==> src/rtl/plt_pkg.sv <==
// Shared types and constants of the per-process translation buffer.
package plt_pkg;
  localparam int PROCESSES  = 4;
  localparam int WAYS       = 8;
  localparam int PAGE_COUNT = 10;
  localparam int FRAME_BITS = 16;
  localparam int PID_W      = 2;
  localparam int WAY_W      = (WAYS > 1) ? $clog2(WAYS) : 1;
  localparam int ENT        = PROCESSES * WAYS;
  localparam int ENT_W      = $clog2(ENT);
  localparam logic [31:0] AGE_MAX = 32'hFFFF_FFFF;

  typedef enum logic [2:0] {
    OP_LOOKUP    = 3'd0,
    OP_INSERT    = 3'd1,
    OP_INV_PAGE  = 3'd2,
    OP_INV_FRAME = 3'd3,
    OP_FLUSH_P   = 3'd4,
    OP_FLUSH_ALL = 3'd5,
    OP_NOP6      = 3'd6,
    OP_NOP7      = 3'd7
  } op_t;

  // Back-end sequencer states
  typedef enum logic [1:0] {S_IDLE, S_SCAN, S_DONE} bst_t;

  // Classified command handed from the front to the back.
  typedef struct packed {
    op_t                   op;
    logic                  reject;
    logic [PID_W-1:0]      pid;
    logic [3:0]            page;
    logic [FRAME_BITS-1:0] frame;
  } cmd_t;
endpackage

==> src/rtl/plt_front.sv <==
// Front end: accepts requests, checks them and queues classified commands.
module plt_front (
  input  logic                       clk,
  input  logic                       rst_n,
  input  logic                       in_valid,
  output logic                       in_ready,
  input  logic [2:0]                 in_operation,
  input  logic [1:0]                 in_process_id,
  input  logic [3:0]                 in_page_number,
  input  logic [15:0]                in_frame_number,
  output logic                       q_valid,
  input  logic                       q_ready,
  output plt_pkg::cmd_t              q_cmd
);
  import plt_pkg::*;

  cmd_t cmd_in;
  logic proc_ok, page_ok, frame_ok;
  cmd_t slot_r [2];
  logic [1:0] cnt_r, cnt_nxt;
  logic wr_ptr_r, rd_ptr_r;
  logic push, pop;

  // Classify the incoming transaction
  always_comb begin
    proc_ok  = 32'(in_process_id) < PROCESSES;
    page_ok  = 32'(in_page_number) < PAGE_COUNT;
    frame_ok = in_frame_number[FRAME_BITS-1:0] != '0;
    cmd_in.op    = op_t'(in_operation);
    cmd_in.pid   = in_process_id;
    cmd_in.page  = in_page_number;
    cmd_in.frame = '0;
    cmd_in.frame = in_frame_number[FRAME_BITS-1:0];
    case (op_t'(in_operation))
      OP_LOOKUP, OP_INV_PAGE: cmd_in.reject = !proc_ok || !page_ok;
      OP_INSERT:              cmd_in.reject = !proc_ok || !page_ok || !frame_ok;
      OP_INV_FRAME:           cmd_in.reject = !frame_ok;
      OP_FLUSH_P:             cmd_in.reject = !proc_ok;
      default:                cmd_in.reject = 1'b0;
    endcase
  end

  // Two-entry queue
  assign in_ready = cnt_r != 2'd2;
  assign push     = in_valid && in_ready;
  assign q_valid  = cnt_r != 2'd0;
  assign pop      = q_valid && q_ready;
  assign q_cmd    = slot_r[rd_ptr_r];
  assign cnt_nxt  = cnt_r + 2'(push) - 2'(pop);

  always_ff @(posedge clk) begin
    if (!rst_n) begin
      cnt_r    <= '0;
      wr_ptr_r <= 1'b0;
      rd_ptr_r <= 1'b0;
    end else begin
      cnt_r <= cnt_nxt;
      if (push) wr_ptr_r <= !wr_ptr_r;
      if (pop)  rd_ptr_r <= !rd_ptr_r;
    end
  end

  always_ff @(posedge clk) begin
    if (push) slot_r[wr_ptr_r] <= cmd_in;
  end

`ifndef ASSERT_OFF
  a_cnt_max: assert property (@(posedge clk) disable iff (!rst_n) cnt_r <= 2'd2)
    else $error("queue count overflow");
  a_full_no_push: assert property (@(posedge clk) disable iff (!rst_n)
    cnt_r == 2'd2 |-> !push) else $error("push into full queue");
  a_empty_no_pop: assert property (@(posedge clk) disable iff (!rst_n)
    cnt_r == 2'd0 |-> !pop) else $error("pop from empty queue");
`endif
endmodule

==> src/rtl/plt_back.sv <==
// Back end: walks the ways of the table one per cycle and answers each command.
module plt_back (
  input  logic                       clk,
  input  logic                       rst_n,
  input  logic                       q_valid,
  output logic                       q_ready,
  input  plt_pkg::cmd_t              q_cmd,
  output logic                       out_valid,
  input  logic                       out_ready,
  output logic                       out_hit,
  output logic [15:0]                out_found_frame,
  output logic                       out_status
);
  import plt_pkg::*;

  logic                  valid_r [ENT];
  logic [3:0]            page_r  [ENT];
  logic [FRAME_BITS-1:0] frame_r [ENT];
  logic [31:0]           age_r   [ENT];
  logic [31:0]           ctr_r;

  bst_t                  st_r, st_nxt;
  cmd_t                  cmd_r;
  logic [ENT_W:0]        idx_r, idx_nxt;
  logic [WAY_W-1:0]      vic_r, vic_nxt;
  logic [31:0]           old_r, old_nxt;
  logic                  have_r, have_nxt;
  logic                  hit_r, hit_nxt;
  logic [15:0]           fnd_r, fnd_nxt;
  logic                  stat_r, stat_nxt;

  logic [ENT_W-1:0]      ent;
  logic [WAY_W-1:0]      way;
  logic                  last;
  logic                  wr_ins, wr_stamp, clr_inv, clr_all;
  logic [ENT_W-1:0]      ins_ent;
  logic [31:0]           stamp;

  // Entry under scan: own process for per-process work, all entries otherwise
  always_comb begin
    way = '0;
    if (cmd_r.op == OP_INV_FRAME || cmd_r.op == OP_FLUSH_ALL) begin
      ent  = idx_r[ENT_W-1:0];
      last = idx_r == (ENT_W+1)'(ENT-1);
    end else begin
      way  = idx_r[WAY_W-1:0];
      ent  = ENT_W'(32'(cmd_r.pid) * WAYS + 32'(way));
      last = idx_r == (ENT_W+1)'(WAYS-1);
    end
  end

  assign stamp   = ctr_r;
  assign q_ready = st_r == S_IDLE;
  assign out_valid = st_r == S_DONE;
  assign out_hit = hit_r;
  assign out_found_frame = fnd_r;
  assign out_status = stat_r;

  // Sequencer
  always_comb begin
    st_nxt = st_r; idx_nxt = idx_r; vic_nxt = vic_r; old_nxt = old_r;
    have_nxt = have_r; hit_nxt = hit_r; fnd_nxt = fnd_r; stat_nxt = stat_r;
    wr_ins = 1'b0; wr_stamp = 1'b0; clr_inv = 1'b0; clr_all = 1'b0;
    ins_ent = ENT_W'(32'(cmd_r.pid) * WAYS + 32'(vic_r));
    case (st_r)
      S_IDLE: begin
        if (q_valid) begin
          st_nxt = S_SCAN; idx_nxt = '0; have_nxt = 1'b0; vic_nxt = '0;
          old_nxt = '0; hit_nxt = 1'b0; fnd_nxt = '0; stat_nxt = q_cmd.reject;
          if (q_cmd.reject || q_cmd.op == OP_NOP6 || q_cmd.op == OP_NOP7)
            st_nxt = S_DONE;
        end
      end
      S_SCAN: begin
        if (!last) idx_nxt = idx_r + 1'b1;
        else st_nxt = S_DONE;
        case (cmd_r.op)
          OP_LOOKUP: begin
            if (valid_r[ent] && page_r[ent] == cmd_r.page) begin
              wr_stamp = 1'b1; hit_nxt = 1'b1;
              fnd_nxt = 16'(frame_r[ent]); st_nxt = S_DONE;
            end
          end
          OP_INSERT: begin
            if (!valid_r[ent] || page_r[ent] == cmd_r.page) begin
              ins_ent = ent; wr_ins = 1'b1; st_nxt = S_DONE;
            end else begin
              if (!have_r || age_r[ent] < old_r) begin
                have_nxt = 1'b1; old_nxt = age_r[ent]; vic_nxt = way;
                if (last) ins_ent = ent;
              end
              if (last) wr_ins = 1'b1;
            end
          end
          OP_INV_PAGE: clr_inv = valid_r[ent] && page_r[ent] == cmd_r.page;
          OP_INV_FRAME: clr_inv = valid_r[ent] && frame_r[ent] == cmd_r.frame;
          OP_FLUSH_P, OP_FLUSH_ALL: clr_all = 1'b1;
          default: st_nxt = S_DONE;
        endcase
      end
      S_DONE: if (out_ready) st_nxt = S_IDLE;
      default: st_nxt = S_IDLE;
    endcase
  end

  always_ff @(posedge clk) begin
    if (!rst_n) begin
      st_r  <= S_IDLE;
      ctr_r <= 32'd1;
      for (int i = 0; i < ENT; i++) valid_r[i] <= 1'b0;
      for (int i = 0; i < ENT; i++) begin
        page_r[i] <= '0; frame_r[i] <= '0; age_r[i] <= '0;
      end
    end else begin
      st_r <= st_nxt;
      // Take a stamp and advance the saturating counter
      if (wr_stamp || wr_ins) begin
        if (ctr_r != AGE_MAX) ctr_r <= ctr_r + 32'd1;
      end
      if (wr_stamp) age_r[ent] <= stamp;
      if (wr_ins) begin
        valid_r[ins_ent] <= 1'b1; page_r[ins_ent] <= cmd_r.page;
        frame_r[ins_ent] <= cmd_r.frame; age_r[ins_ent] <= stamp;
      end
      if (clr_inv) begin
        valid_r[ent] <= 1'b0; frame_r[ent] <= '0;
      end
      if (clr_all) begin
        valid_r[ent] <= 1'b0; frame_r[ent] <= '0; page_r[ent] <= '0; age_r[ent] <= '0;
      end
    end
  end

  always_ff @(posedge clk) begin
    if (st_r == S_IDLE && q_valid) cmd_r <= q_cmd;
    idx_r <= idx_nxt; vic_r <= vic_nxt; old_r <= old_nxt; have_r <= have_nxt;
    hit_r <= hit_nxt; fnd_r <= fnd_nxt; stat_r <= stat_nxt;
  end

`ifndef ASSERT_OFF
  a_hit_ok: assert property (@(posedge clk) disable iff (!rst_n)
    out_valid && out_hit |-> !out_status && out_found_frame != '0)
    else $error("hit with reject or zero frame");
  a_hold: assert property (@(posedge clk) disable iff (!rst_n)
    out_valid && !out_ready |=> out_valid && $stable(out_found_frame))
    else $error("result dropped while stalled");
  a_ctr: assert property (@(posedge clk) disable iff (!rst_n) ctr_r != 32'd0)
    else $error("stamp counter wrapped");
`endif
endmodule

==> src/rtl/per_process_lru_tlb_top.sv <==
// Top level of the per-process translation buffer.
//   channel | direction | payload
//   in_     | input     | operation, process_id, page_number, frame_number
//   out_    | output    | hit, found_frame, status
// The front checks each transaction and queues it two deep; the back scans
// the ways of the table one per cycle. Rejected and unused items skip the
// scan; per-process work scans at most the eight ways of its process, and
// frame invalidate and flush all scan all 32 entries.
// Reset clears every entry at once and sets the stamp to 1.
// A stalled result holds the back; the front keeps queueing meanwhile until its two slots are full.
module per_process_lru_tlb_top (
  input  logic        clk,
  input  logic        rst_n,
  input  logic        in_valid,
  output logic        in_ready,
  input  logic [2:0]  in_operation,
  input  logic [1:0]  in_process_id,
  input  logic [3:0]  in_page_number,
  input  logic [15:0] in_frame_number,
  output logic        out_valid,
  input  logic        out_ready,
  output logic        out_hit,
  output logic [15:0] out_found_frame,
  output logic        out_status
);
  import plt_pkg::*;

  logic q_valid, q_ready;
  cmd_t q_cmd;

  plt_front u_front (
    .clk, .rst_n, .in_valid, .in_ready, .in_operation, .in_process_id,
    .in_page_number, .in_frame_number, .q_valid, .q_ready, .q_cmd
  );

  plt_back u_back (
    .clk, .rst_n, .q_valid, .q_ready, .q_cmd, .out_valid, .out_ready,
    .out_hit, .out_found_frame, .out_status
  );
endmodule
==> config.mk <==
export PLATFORM = sky130hd
export DESIGN_NAME = per_process_lru_tlb_top
export DESIGN_NICKNAME = d
export VERILOG_FILES = /design/src/rtl/plt_pkg.sv /design/src/rtl/plt_front.sv /design/src/rtl/plt_back.sv /design/src/rtl/per_process_lru_tlb_top.sv
export SDC_FILE = /design/constraint.sdc
export NUM_CORES = 2
export LEC_CHECK = 0
export ABC_AREA = 1
export CAP_MARGIN = 20
export CORE_MARGIN = 5
export CORE_UTILIZATION = 33
export DETAILED_ROUTE_END_ITERATION = 6
export DONT_BUFFER_PORTS = 1
export GPL_TIMING_DRIVEN = 0
export HOLD_SLACK_MARGIN = 0.02
export SLEW_MARGIN = 20
export SYNTH_ARGS = -nofsm -noshare
export SYNTH_HDL_FRONTEND = slang
export SYNTH_HIERARCHICAL = 1
export SYNTH_SLANG_ARGS = --single-unit
==> constraint.sdc <==
create_clock -name clk -period 8 [get_ports clk]
set_clock_uncertainty 0.1 [all_clocks]
set_input_delay 0 -clock clk [delete_from_list [all_inputs] [get_ports clk]]
set_output_delay 0 -clock clk [all_outputs]
set_load 0.02 [all_outputs]
# Word-level counts from Yosys, hierarchy flattened
# Memories as Yosys holds them, arrays and structs flattened. A register that Yosys moved wholly into a read port is not among the register bits.
# Index checks and enable logic that the tools add are counted.
[word_totals]
ff_bits = 123
ram_bits = 1748
input_bits = 29
output_inout_bits = 20
mem_count = 5
[classes]
add_sub_neg = 6
magnitude_cmp = 2
n_eq_ne = 26
n_mux = 97
n_bitwise = 3
reduce_logical = 40
[memory_table]
columns = ["name", "words", "width", "read_ports", "rd_ports_with_merged_regs", "write_ports", "line", "source"]
rows = [
  ["u_back.age_r", 32, 32, 1, 0, 32, "plt_back.sv:19", "logic [31:0] age_r [ENT];"],
  ["u_back.frame_r", 32, 16, 1, 0, 32, "plt_back.sv:18", "logic [FRAME_BITS-1:0] frame_r [ENT];"],
  ["u_back.page_r", 32, 4, 1, 0, 32, "plt_back.sv:17", "logic [3:0] page_r [ENT];"],
  ["u_front.slot_r", 2, 26, 1, 1, 1, "plt_front.sv:19", "cmd_t slot_r [2];"],
  ["u_back.valid_r", 32, 1, 1, 0, 32, "plt_back.sv:16", "logic valid_r [ENT];"],
]
[ops]
columns = ["op", "count"]
rows = [
  ["$mux W32", 7],
  ["$mux W16", 6],
  ["$mux W5", 14],
  ["$pmux W32 S2", 1],
  ["$reduce_or A32 Y1", 2],
  ["$mux W1", 45],
  ["$add A32 B1 Y32 const B", 1],
  ["$lt A32 B32 Y1", 1],
  ["$ne A32 B32 Y1 const B", 1],
  ["$pmux W16 S2", 1],
  ["$reduce_or A16 Y1", 2],
  ["$eq A16 B16 Y1", 1],
  ["$reduce_bool A16 Y1", 1],
  ["$mux W3", 5],
  ["$eq A3 B2 Y1 const B", 4],
  ["$eq A3 B3 Y1 const B", 4],
  ["$mux W2", 6],
  ["$mux W6", 2],
  ["$pmux W2 S3", 2],
  ["$pmux W6 S2", 1],
  ["$reduce_or A4 Y1", 3],
  ["$add A5 B3 Y5", 2],
  ["$ne A2 B1 Y1 const B", 5],
  ["$mux W4", 2],
  ["27 further kinds", 55],
]

# Longest topological paths before layout
# An unclocked memory read counts as a cell.
[depth]
word_depth = 16
ltp_mapped = 36
depth_no_buf = 31

# Modules after synthesis
# The synthesis kept the hierarchy.
[modules_own_cells]
columns = ["module", "n_inst", "cells_per_inst", "area_per_inst_um2"]
rows = [
  ["plt_back", 1, 8235, 82902.0],
  ["plt_front", 1, 125, 2274.7],
]

# Least setup slack after synthesis
# No wires, ideal clock.
[synth_timing]
path_type = "register to register"
startpoint = "reg u_back.idx_r[0]"
endpoint = "reg u_back.have_r, enable pin"
setup_time_ns = 0.441
t_arrival_ns = 5.427
path_slack_ns = 2.032
stages_incl_launch_ff = 27
cell_sequence = "edfxtp_1 -> buf_4 -> buf_2 -> buf_2 -> buf_2 -> clkbuf_1 -> clkbuf_1 -> clkbuf_1 -> clkbuf_1 -> nor2_1 -> o22ai_1 -> nor2_1 -> o32ai_1 -> nand2_1 -> nand2_1 -> ha_1 -> nand2_1 -> inv_1 -> nand3_1 -> a31oi_1 -> a2111oi_0 -> nand2_1 -> nand2_1 -> nand2_1 -> nand2_1 -> a21oi_1 -> a21oi_1"
[synth_via]
elab_chain_cells = 7
word_cells_on_any_way = 13
[synth_rtl]
columns = ["item", "line", "source"]
rows = [
  ["start, declared", "plt_back.sv:24", "logic [ENT_W:0] idx_r, idx_nxt;"],
  ["start signal, assigned", "plt_back.sv:136", "idx_r <= idx_nxt; vic_r <= vic_nxt; old_r <= old_nxt; have_r <= have_nxt;"],
  ["$add A5 B3 Y5", "plt_back.sv:47", "ent = ENT_W'(32'(cmd_r.pid) * WAYS + 32'(way));"],
  ["$mux W5 (*)", "plt_back.sv:42", "if (cmd_r.op == OP_INV_FRAME || cmd_r.op == OP_FLUSH_ALL) begin"],
  ["$mem_v2 Z32 W32 (tied with other cells)", "-", ""],
  ["$lt A32 B32 Y1 (tied with other cells)", "plt_back.sv:88", "if (!have_r || age_r[ent] < old_r) begin"],
  ["$logic_or A1 B1 Y1, on equally long branches", "plt_back.sv:88, plt_back.sv:85", ""],
  ["$ne A2 B1 Y1 (no line) / $ne A2 B2 Y1 (equally long branches)", "-", ""],
  ["$reduce_and A5 Y1 (no line) (*)", "-", ""],
  ["end signal, assigned", "plt_back.sv:136", ""],
  ["end, declared", "plt_back.sv:27", "logic have_r, have_nxt;"],
]
# Mark *: on every way between the ends. The rest lies on a longest branch, timed or not.
# A chain may end at the register's enable or synchronous reset.

==> results by group <==
Power
  – Int Pwr: 21300 uW
  – Worst VDD drop: 263 uV
  – Static Leakage: 0.0357 uW
  – PwrDens: 422 mW/mm^2
  – Switching part of the total: 0.494
  – Clk pwr share: 0.233
  – Gate power share: 0.487
  – Sw Pwr: 20800 uW
  – Sequential power share: 0.279
  – Total Power: 42200 uW

Job
  – MaxCap Viol Count: 0

Die
  – Ports: 49
  – Die Area: 0.268 sq mm
  – Initial Utilization: 0.332
  – Die Wd: 518 um
  – # rows: 186
  – Die Ht: 518 um
  – Core area: 0.257 sq mm

Yosys
  – Mapped Area: 0.0852 sq mm
  – Mean area per synthesized cell: 10.2 sq um
  – Top_reg_cell synth: edfxtp_1
  – Sequential-to-total area share from yosys stat: 0.652
  – Syn nets: 8424
  – Top cells by area, synth: edfxtp_1, nor2_1, nand2_1, o21ai_0, o22ai_1
  – Mapped Cells: 8360
  – Yosys Warn Count: 6
  – EDFF count, synth: 1801
  – Distinct cells, synth: 56
  – Yosys top cell area share: 0.635
  – Leading area contributor after synthesis: edfxtp_1
  – Ys async rst share: 0
  – Seq cells post-synth: 1872

Timing
  – FMAX: 0.123 GHz
  – Final setup violation count: 706
  – Tmin final: 8150 ps
  – Final period util: 1.02
  – Final WS setup: -154 ps
  – Worst-Margin Slew: 1300 ps
  – Max Transition Viols Final: 0
  – Max transition margin: 0.132
  – Final hold violation count: 0

Finish
  – Layout cells sized above 1: 0.126
  – Filler cells: 25376
  – Layout Nets: 8739
  – Fin cells: 12253
  – Post-layout util: 0.389
  – Area growth syn-to-layout: 17.3%

Critical path
  – Worst setup SP type: flip-flop
  – Crit. End Element: flip-flop
  – Crit-path most repeated cell: nand2_1
  – Critical path class: reg -> reg
  – Worst path arrival time: 8660 ps
  – CP Max Fanout: 20
  – R2R Setup Slk: -150 ps
  – Data required time at the worst endpoint: 8510 ps
  – Crit-path slowest cell: o32ai_2
  – CP max stage delay: 500 ps

Place
  – Placed Cells: 11791
  – Placer Congestion: 1.05
  – Number of port buffers: 0
  – DP HPWL: 317 mm

Clocking
  – CTS max path bufs: 3
  – Clk slew on worst S/H paths: 60 ps
  – CTS buffer count: 205
  – H-tree depth: 4
  – CTS tree: built
  – Clock sink count: 1872
  – Worst skew pair latency: 910 ps
  – Root Driver: clkbuf_16

Route
  – Initial DRC count: 12547
  – Number of remaining DRC errors: 0
  – Drt total wl: 439 mm
  – Vias/cell: 5.95
  – Final ANT Viol Nets: 0
  – WL/cell: 35.8 um
  – Vias post-DR: 72903
  – Pre-antenna DRT Iters: 6

Global routing
  – Vias in the first global route: 66800
  – First-pass GRT wire length: 577 mm
  – Total GRT Usage: 0.314
  – Initial antenna violation count: 59
  – Largest net degree at the start of global routing: 33
  – Total global routing overflow: 0

Outcome
  – Violated checks: negative setup slack
  – Status: finished, violations left

Hold path
  – Hold crit path type: in -> reg
==> layout make-up <==
cell class                 instances  area, sq um  area share
tap                             3384         4230      0.0424
clock inverter                   130         1600      0.0160
antenna                           23         57.6    0.000576
multi-input combinational       5618        27100       0.271
sequential                      1872        55500       0.556
buffer                           673         3630      0.0363
timing repair buffer             114         1710      0.0171
clock buffer                     248         5320      0.0533
inverter                         191          719     0.00720
==> cell usage in the layout (no fill, tap or decap), types with 17 or more instances in the layout <==
cell / instances
nand2_4: 20
nand3_1: 162
clkbuf_2: 114
a21oi_1: 195
o22ai_1: 254
nand3_4: 33
clkinv_2: 35
clkbuf_4: 44
clkbuf_16: 205
o21ai_0: 695
nand2_2: 40
buf_4: 40
buf_1: 17
nand4_1: 21
clkbuf_1: 270
ha_1: 35
nor3_1: 37
nor2_2: 60
o211ai_1: 31
o22ai_2: 39
diode_2: 23
o21ai_1: 29
nor2_1: 2516
buf_12: 31
buf_6: 48
nand2_1: 1161
dlygate4sd3_1: 58
bufinv_16: 25
edfxtp_1: 1801
mux2_4: 20
xor2_1: 19
dfxtp_1: 71
a21boi_0: 17
inv_1: 177
clkinv_1: 47
buf_2: 178
mux2i_1: 37
==> worst max-delay path, delay by kind of cell, from the launching register on <==
family                   cells  cell delay, ps
AND/OR/NAND/NOR             14            2720
flip-flops                   1             360
buffers and inverters       10            2880
adder cells (fa/ha/maj)      1             250
AO/OA/AOI/OAI                5            1440
==> repair_timing <==
item / CTS / global route
endpoints found under the hold margin: 115 / 0
setup buffers: 5 / 0
gates resized for setup: 339 / 96
pin swaps: 10 / 4
setup endpoints to repair: 3396 / 1581
hold buffers: 58 / 0
==> metrics by stage <==
stage | hold slack (ps) | TNS [ps] | instance area [sq um] | setup slack (ps)
after floorplan | -6.55 | 0 | 85200 | 2030
after global placement | -1.01 | - | 89400 | -5710
after detailed placement | -0.981 | -8613160 | 90700 | -3570
after CTS | 35.3 | 0 | 99600 | 20.5
after global routing | 92.6 | -43.2 | 99800 | -9.56
final | 102 | -57500 | 99900 | -154
==> Yosys cell counts (13+ instances only) <==
library cell  count
nor2_1         2528
edfxtp_1       1801
nand2_1        1209
o21ai_0         709
clkbuf_1        406
o22ai_1         299
a21oi_1         199
buf_2           184
inv_1           177
nand3_1         163
dfxtp_1          71
nor2_2           58
mux2i_1          37
nor3_1           37
ha_1             35
buf_6            34
nand3_4          33
o211ai_1         31
o31ai_1          28
o32ai_1          28
buf_1            27
buf_4            26
o21ai_1          24
nand4_1          21
mux2_4           20
xor2_1           19
a21boi_0         17
a31oi_1          14
nand2_2          14
a211o_1          13
==> sequential cells by signal, indices dropped and copies added, names as in the netlist, 2 cells and up, named ones only <==
register                count
u_back/age_r             1024
u_back/cmd_r               25
u_back/ctr_r               32
u_back/frame_r            512
u_back/idx_r                6
u_back/old_r               32
u_back/out_found_frame     16
u_back/page_r             128
u_back/st_r                 2
u_back/valid_r             32
u_back/vic_r                3
u_front/cnt_r               2
u_front/slot_r             52
==> layer usage <==
layer / part of all wire / track usage
met1: 0.35 / 0.393
met2: 0.41 / 0.450
met3: 0.14 / 0.0980
met4: 0.098 / 0.245
met5: 0.00038 / 0
==> power groups by stage <==
| stage | clock (uW) | combinational [uW] | sequential [uW] |
|---|---|---|---|
| floorplan | 0 | 8180 | 11900 |
| global placement | 0 | 18000 | 12000 |
| detailed placement | 0 | 18300 | 12000 |
| CTS | 9880 | 19200 | 11800 |
| global route | 10300 | 20400 | 11800 |
| finish | 9840 | 20500 | 11800 |
==> worst paths after layout <==
check                         from               endpoint  depth (start not counted)
hold reg to reg   u_front/rd_ptr_r              flip-flop                          1
setup reg to reg   u_back/idx_r[0]   u_back/age_r[21][20]                         30
setup / recovery   u_back/idx_r[0]   u_back/age_r[21][20]                         30
hold / removal            in_valid  u_front/slot_r[1][19]                          3
==> logic make-up after synthesis <==
logic type	synth area share
AO/OA/AOI/OAI	0.0925
XOR/XNOR	0.00247
adder cells (fa/ha/maj)	0.00514
buffers and inverters	0.0456
flip-flops	0.652
multiplexers	0.00867
AND/OR/NAND/NOR	0.194
Power figures use the tool's default switching activity.
